### config.mk
export PLATFORM = sky130hd
export DESIGN_NAME = gst_ctrl
export DESIGN_NICKNAME = d
export VERILOG_FILES = /design/src/hw/rtl/gst_pkg.sv /design/src/hw/rtl/gst_ctrl.sv
export SDC_FILE = /design/constraint.sdc
export NUM_CORES = 1
export LEC_CHECK = 0
export BUFFER_PORTS_ARGS = -buffer_cell sky130_fd_sc_hd__clkbuf_2
export CELL_PAD_IN_SITES_DETAIL_PLACEMENT = 0
export CELL_PAD_IN_SITES_GLOBAL_PLACEMENT = 1
export CORE_AREA = 2 2 43 55
export CTS_BUF_LIST = sky130_fd_sc_hd__clkbuf_16
export CTS_CLUSTER_DIAMETER = 30
export DETAILED_ROUTE_END_ITERATION = 12
export DIE_AREA = 0 0 45 57
export GPL_TIMING_DRIVEN = 0
export PLACE_DENSITY_LB_ADDON = 0.15
export SKIP_CTS_REPAIR_TIMING = 1
export SYNTH_ARGS = -nofsm -noshare
export SYNTH_HDL_FRONTEND = slang
export SYNTH_SLANG_ARGS = --single-unit
### constraint.sdc
create_clock -name clock -period 1.97 [get_ports clock]
set_clock_uncertainty 0.05 [all_clocks]
set_input_delay 0.0985 -clock clock [delete_from_list [all_inputs] [get_ports clock]]
set_output_delay 0.0985 -clock clock [all_outputs]
set_load 0.03 [all_outputs]
### src/hw/rtl/gst_pkg.sv
// Shared constants, request codes and controller/datapath interface types.
package gst_pkg;

   localparam int GST_CHANNELS = 8;
   localparam int GST_GROOVES  = 32;

   localparam int STEP_W      = 4;
   localparam int ENTRY_W     = 8;
   localparam int GIDX_W      = 8;
   localparam int CHAN_W      = 3;
   localparam int KIND_W      = 3;
   localparam int RES_GROOVE_W = 5;
   localparam int REQ_TDATA_W = 24;
   localparam int RSP_TDATA_W = 24;

   localparam logic [ENTRY_W-1:0] END_MARK      = 8'hFF;
   localparam logic [ENTRY_W-1:0] DEFAULT_TICKS = 8'd6;

   // Request kinds carried on req_tuser
   localparam logic [KIND_W-1:0] REQ_TICK      = 3'd0;
   localparam logic [KIND_W-1:0] REQ_SET       = 3'd1;
   localparam logic [KIND_W-1:0] REQ_RESET_POS = 3'd2;
   localparam logic [KIND_W-1:0] REQ_WRITE     = 3'd3;
   localparam logic [KIND_W-1:0] REQ_QUERY     = 3'd4;

   // Table read address selects
   localparam logic [1:0] RD_NEXT  = 2'd0;  // channel groove, position + 1
   localparam logic [1:0] RD_FIRST = 2'd1;  // channel groove, entry 0
   localparam logic [1:0] RD_CUR   = 2'd2;  // channel groove, current position
   localparam logic [1:0] RD_REQ   = 2'd3;  // requested groove, entry 0

   typedef struct packed {
      logic       capture;       // latch the request word, clear results
      logic       clr_write;     // write one entry of the clearing pass
      logic       tbl_write;     // write the requested table entry
      logic       rd_en;
      logic [1:0] rd_sel;
      logic       sel_req_chan;  // address channel from request, else walker
      logic       walk_clear;
      logic       walk_inc;
      logic       tick_dec;
      logic       step_load;
      logic       step_wrap;
      logic       set_load;
      logic       pos_clear;
      logic       rem_start;
      logic       qry_load;
      logic       rsp_load;
   } cmd_type;

   typedef struct packed {
      logic [KIND_W-1:0] req_kind;
      logic              groove_ok;
      logic              chan_ok;
      logic              ticks_zero;
      logic              entry_end;
      logic              walk_last;
      logic              rem_done;
      logic              rsp_busy;
      logic              clr_last;
   } status_type;

endpackage

### src/hw/rtl/gst_ctrl.sv
// Controller: sequences table clearing, channel walks, queries and results.
module gst_ctrl
   import gst_pkg::*;
(
   input  logic       clock,
   input  logic       reset,
   input  logic       req_tvalid,
   output logic       req_tready,
   input  status_type status,
   output cmd_type    cmd
);

   localparam logic [3:0] S_CLEAR     = 4'd0;
   localparam logic [3:0] S_IDLE      = 4'd1;
   localparam logic [3:0] S_DECODE    = 4'd2;
   localparam logic [3:0] S_CH_CHECK  = 4'd3;
   localparam logic [3:0] S_CH_RD1    = 4'd4;
   localparam logic [3:0] S_CH_RD2    = 4'd5;
   localparam logic [3:0] S_SET_RD    = 4'd6;
   localparam logic [3:0] S_RST_ISSUE = 4'd7;
   localparam logic [3:0] S_RST_WR    = 4'd8;
   localparam logic [3:0] S_QRY_RD    = 4'd9;
   localparam logic [3:0] S_QRY_DIV   = 4'd10;
   localparam logic [3:0] S_FIN       = 4'd11;

   logic [3:0] state_ff, state_in;

   always_comb begin
      state_in   = state_ff;
      cmd        = '0;
      req_tready = 1'b0;
      case (state_ff)
         S_CLEAR: begin
            cmd.clr_write = 1'b1;
            if (status.clr_last) begin
               state_in = S_IDLE;
            end
         end
         S_IDLE: begin
            req_tready = 1'b1;
            if (req_tvalid) begin
               cmd.capture = 1'b1;
               state_in    = S_DECODE;
            end
         end
         S_DECODE: begin
            cmd.sel_req_chan = 1'b1;
            case (status.req_kind)
               REQ_TICK: begin
                  cmd.walk_clear = 1'b1;
                  state_in       = S_CH_CHECK;
               end
               REQ_SET: begin
                  if (status.groove_ok && status.chan_ok) begin
                     cmd.rd_en  = 1'b1;
                     cmd.rd_sel = RD_REQ;
                     state_in   = S_SET_RD;
                  end else begin
                     state_in = S_FIN;
                  end
               end
               REQ_RESET_POS: begin
                  cmd.walk_clear = 1'b1;
                  state_in       = S_RST_ISSUE;
               end
               REQ_WRITE: begin
                  cmd.tbl_write = status.groove_ok;
                  state_in      = S_FIN;
               end
               REQ_QUERY: begin
                  if (status.chan_ok) begin
                     cmd.rd_en  = 1'b1;
                     cmd.rd_sel = RD_CUR;
                     state_in   = S_QRY_RD;
                  end else begin
                     state_in = S_FIN;
                  end
               end
               default: begin
                  state_in = S_FIN;
               end
            endcase
         end
         S_CH_CHECK: begin
            if (status.ticks_zero) begin
               cmd.rd_en  = 1'b1;
               cmd.rd_sel = RD_NEXT;
               state_in   = S_CH_RD1;
            end else begin
               cmd.tick_dec = 1'b1;
               cmd.walk_inc = !status.walk_last;
               state_in     = status.walk_last ? S_FIN : S_CH_CHECK;
            end
         end
         S_CH_RD1: begin
            // end marker: fetch entry 0 and wrap
            if (status.entry_end) begin
               cmd.rd_en  = 1'b1;
               cmd.rd_sel = RD_FIRST;
               state_in   = S_CH_RD2;
            end else begin
               cmd.step_load = 1'b1;
               cmd.walk_inc  = !status.walk_last;
               state_in      = status.walk_last ? S_FIN : S_CH_CHECK;
            end
         end
         S_CH_RD2: begin
            cmd.step_wrap = 1'b1;
            cmd.walk_inc  = !status.walk_last;
            state_in      = status.walk_last ? S_FIN : S_CH_CHECK;
         end
         S_SET_RD: begin
            cmd.sel_req_chan = 1'b1;
            cmd.set_load     = 1'b1;
            state_in         = S_FIN;
         end
         S_RST_ISSUE: begin
            cmd.rd_en  = 1'b1;
            cmd.rd_sel = RD_FIRST;
            state_in   = S_RST_WR;
         end
         S_RST_WR: begin
            cmd.pos_clear = 1'b1;
            cmd.walk_inc  = !status.walk_last;
            state_in      = status.walk_last ? S_FIN : S_RST_ISSUE;
         end
         S_QRY_RD: begin
            cmd.sel_req_chan = 1'b1;
            cmd.rem_start    = 1'b1;
            state_in         = S_QRY_DIV;
         end
         S_QRY_DIV: begin
            cmd.sel_req_chan = 1'b1;
            if (status.rem_done) begin
               cmd.qry_load = 1'b1;
               state_in     = S_FIN;
            end
         end
         S_FIN: begin
            // hold until the result register is free
            if (!status.rsp_busy) begin
               cmd.rsp_load = 1'b1;
               state_in     = S_IDLE;
            end
         end
         default: begin
            state_in = S_IDLE;
         end
      endcase
   end

   always_ff @(posedge clock) begin
      if (reset) begin
         state_ff <= S_CLEAR;
      end else begin
         state_ff <= state_in;
      end
   end

endmodule

[After elaboration in Yosys (flattened, before gate mapping)]
Cells that the tools add are included.
Cells by class
  reduce and logical (&&, ||, !) cells: 8
  equal/unequal tests: 19
  muxes and demuxes: 41
Operators by type and width (number)
  case mux 4 bit (12 select lines): 1
  two-way mux 4 bit: 9
  two-way mux 1 bit: 21
  equality test 4 x 3 -> 1 bit (second input constant): 4
  equality test 4 bit (second input constant): 4
  case mux 4 bit (4 select lines): 1
  two-way mux 3 bit: 4
  case mux 3 bit (4 select lines): 1
  equality test 4 x 2 -> 1 bit (second input constant): 2
  != test 2 bit (second input constant): 4
  equality test 3 x 2 -> 1 bit (second input constant): 2
  case mux 3 bit (2 select lines): 1
  equality test 4 x 1 -> 1 bit (second input constant): 1
  logical NOT 4 bit: 1
  two-way mux 2 bit: 2
  AND reduction 4 bit: 1
  OR reduction 2 bit: 2
  OR reduction 4 bit: 1
  equality test 3 x 1 -> 1 bit (second input constant): 1
  equality test 3 bit (second input constant): 1
  logical NOT 3 bit: 1
  case mux 1 bit (3 select lines): 1
  logical AND 1 bit: 1
  logical NOT 1 bit: 1
Storage, ports and cells
  output and inout bits: 18
  register bits after elaboration: 4
  input port bits: 14

[Depth between registers and ports, before layout]
  depth after elaboration: 4
  depth in mapped cells: 5
  mapped depth without buffers: 4

[Worst setup path before layout]
OpenSTA, ideal clock, no wires.
  path type: register -> output
  start: register state_ff[0]
  end: output cmd[6] (netlist name)
  path buffers: 2
  cell stages (with the launch flop): 4
  arrival time: 1.662 ns
  setup slack: 0.159 ns
  cell sequence: dfxtp_1 buf_6 buf_4 nor4_1
RTL lines
  from (decl): RTL line gst_ctrl.sv:26  | logic [3:0] state_ff, state_in;
  from (signal assigned): RTL line gst_ctrl.sv:156  | state_ff <= state_in;
  to (decl): RTL line gst_ctrl.sv:10  | output cmd_type cmd

==> impl_metrics.tcl <==
set metrics [dict create \
    min_period_ns 1.842 \
    worst_slack_ns 0.1285 \
    syn_area_um2 633.1 \
    required_ns 1.82 \
    status "finished clean" \
    synth_cell_types 41 \
    crit_arrival_ns 1.69 \
    final_nets 141 \
    finalSetupViolations 0 \
    cts-root-buf "clkbuf_16" \
    die_w_um 45 \
    ys_async_sr_fraction_pct 0 \
    drive_above_1_share_pct 39.20 \
    largest_register_ffs 4 \
    clock_path_buffers 2 \
    clk_latency_ns 0.22 \
    route.detailed.drc 0 \
    die_area_mm2 0.002565 \
    antenna_found_initial 0 \
    pre_cts_ws_ns 0.3361 \
    tightest_slew_ns 0.4640 \
    antennaDiodeCount 0 \
    nFillCells 240 \
    cp_slowest_cell "dfxtp_1" \
    period_share_pct 93.48 \
    grt_max_degree 11 \
    routed_via_density 5.555 \
    numCtsBuffers 3 \
    synth_top_area_cell "dfxtp_1" \
    ant_nets 0 \
    place_area_um2 814.5 \
    grt_pass1_vias 713 \
    critPathLaunchType "register" \
    start_util_pct 30.26 \
    fin_util_pct 42.70 \
    top_register "state_ff" \
    wire_per_inst_um 14.08 \
    p_leak_uw 0.0004134 \
    clk_pin_slew_ns 0.03 \
    ys_seq_area_share_pct 12.65 \
    syn_area_per_cell_um2 6.957 \
    hold_class "input port to register" \
    dieHeight_um 57 \
    synthTopCellsByArea "dfxtp_1, nor2_1, nand2b_1, nand2_1, a21oi_1" \
    synthCells 91 \
    core_area_mm2 0.002092 \
    io_pins 32 \
    path_cells "buf_4 > nand2b_1 > o32ai_1 > o21a_1 > a21o_1 > clkbuf_2" \
    yosysWarnings 0 \
    end_kind "output pin" \
    routed_wirelength_um 2055 \
    ir_drop_mv 0.2888 \
    grt_pass1_wl_um 3443 \
    slew_viol_final 0 \
    cts.htree.levels 1 \
    powerDensity_mw_per_mm2 652.6 \
    hpwl_um 1607 \
    synth_top_area_share_pct 12.65 \
    synth_seq_cells 4 \
    cts_sinks 4 \
    slew_headroom_pct 68.78 \
    fin_area_um2 893.4 \
    route.vias.total 811 \
    drtIter0Drc 10 \
    timing.setup.tns_ns 0 \
    synth-main-ff-cell "dfxtp_1" \
    syn_nets 105 \
    syn_to_final_growth_pct 41.11 \
    cpPeakStageDelay_ns 0.43 \
    multi_input_area_um2 488.0 \
    crit_path_max_fanout 10 \
    maxCapViolations 0 \
    max_freq_mhz 543.0 \
    ff_latch_area_um2 81.33 \
    track_usage_pct 17.39 \
    portBuffers 31 \
    overflow 0 \
    synth_edf_count 0 \
    hold_viol_final 0 \
    cts_tree "built" \
    top_regs "state_ff: 4 flops" \
    rsz0062_at_grt "no" \
    first_pass_iters 4 \
    gp_congestion 0.7928 \
    path_class "register to output pin" \
    rows 19 \
]
## worst max-delay path: cells and delay by family (launching register included)
kind	cells	cell delay (ns)
AO/OA/AOI/OAI	3	0.47
buffers and inverters	2	0.38
flip-flops	1	0.43
AND/OR/NAND/NOR	1	0.19
## logic make-up after synthesis
family          share of synthesized area (%)
buf+inv                                 10.67
compound gates                          31.23
flops                                   12.65
simple gates                            45.46
## synth_stat cells, drive strengths merged (3+ instances only)
cell type  count
nor4           3
a21o           3
buf            7
nand2b         6
dfxtp          4
nor2          11
nor3           6
a21oi          7
nand2          9
inv            4
## path summary, 6_finish.rpt
path | slack (ns) | end | depth (start not counted) | from
worst max-delay path | 0.13 | cmd[13] | 6 | state_ff[1]
worst min-delay path | 0.06 | state_ff[2] | 2 | reset
worst max register to register | 0.48 | state_ff[1] | 4 | state_ff[1]
worst min register to register | 0.72 | state_ff[3] | 3 | state_ff[1]
## cell usage in the layout, fill, tap and decap left out, types with 2 or more instances in the layout
master | synthesis | final
a21oi_1 | 6 | 6
nor3_1 | 6 | 6
clkbuf_16 | 0 | 3
nand2_1 | 9 | 9
dfxtp_1 | 4 | 3
nor4_1 | 3 | 3
buf_2 | 3 | 3
a311oi_1 | 2 | 2
nand4b_1 | 2 | 2
buf_4 | 2 | 2
buf_6 | 2 | 2
nor2_1 | 11 | 10
o21ai_0 | 2 | 2
clkbuf_2 | 0 | 31
a21o_1 | 3 | 3
nand2b_1 | 6 | 6
inv_1 | 4 | 4
## final cells by class
cell class | instances | area share (%)
Multi-Input combinational cell | 76 | 54.62
Timing Repair Buffer | 31 | 17.37
Sequential cell | 4 | 9.104
Clock buffer | 3 | 8.403
Buffer | 7 | 5.882
Tap cell | 21 | 2.941
Inverter | 4 | 1.681
## per-layer routing
layer	routed length [um]	global-route usage, %
met3	101	0.9494
met1	906	24.08
met2	1047	27.96
met4	0	6.303
met5	0	0
## through the flow
| step | total power (uW) | cells | hold slack [ns] |
|---|---|---|---|
| 5_1_grt | 611.1 | 146 | 0.07358 |
| 2_1_floorplan | 215.5 | 91 | 0.1176 |
| 3_5_place_dp | 270.4 | 143 | 0.2892 |
| 4_1_cts | 584.4 | 146 | 0.06278 |
| 3_3_place_gp | 270.6 | 143 | 0.2843 |
| 6_report | 583.0 | 146 | 0.06198 |
## report_power, final
part | switching, uW | internal (uW)
Sequential | 8.94 | 86.7
Clock | 53.7 | 259
Combinational | 106 | 68.6
Note: power is estimated with default switching activity, not from simulation.
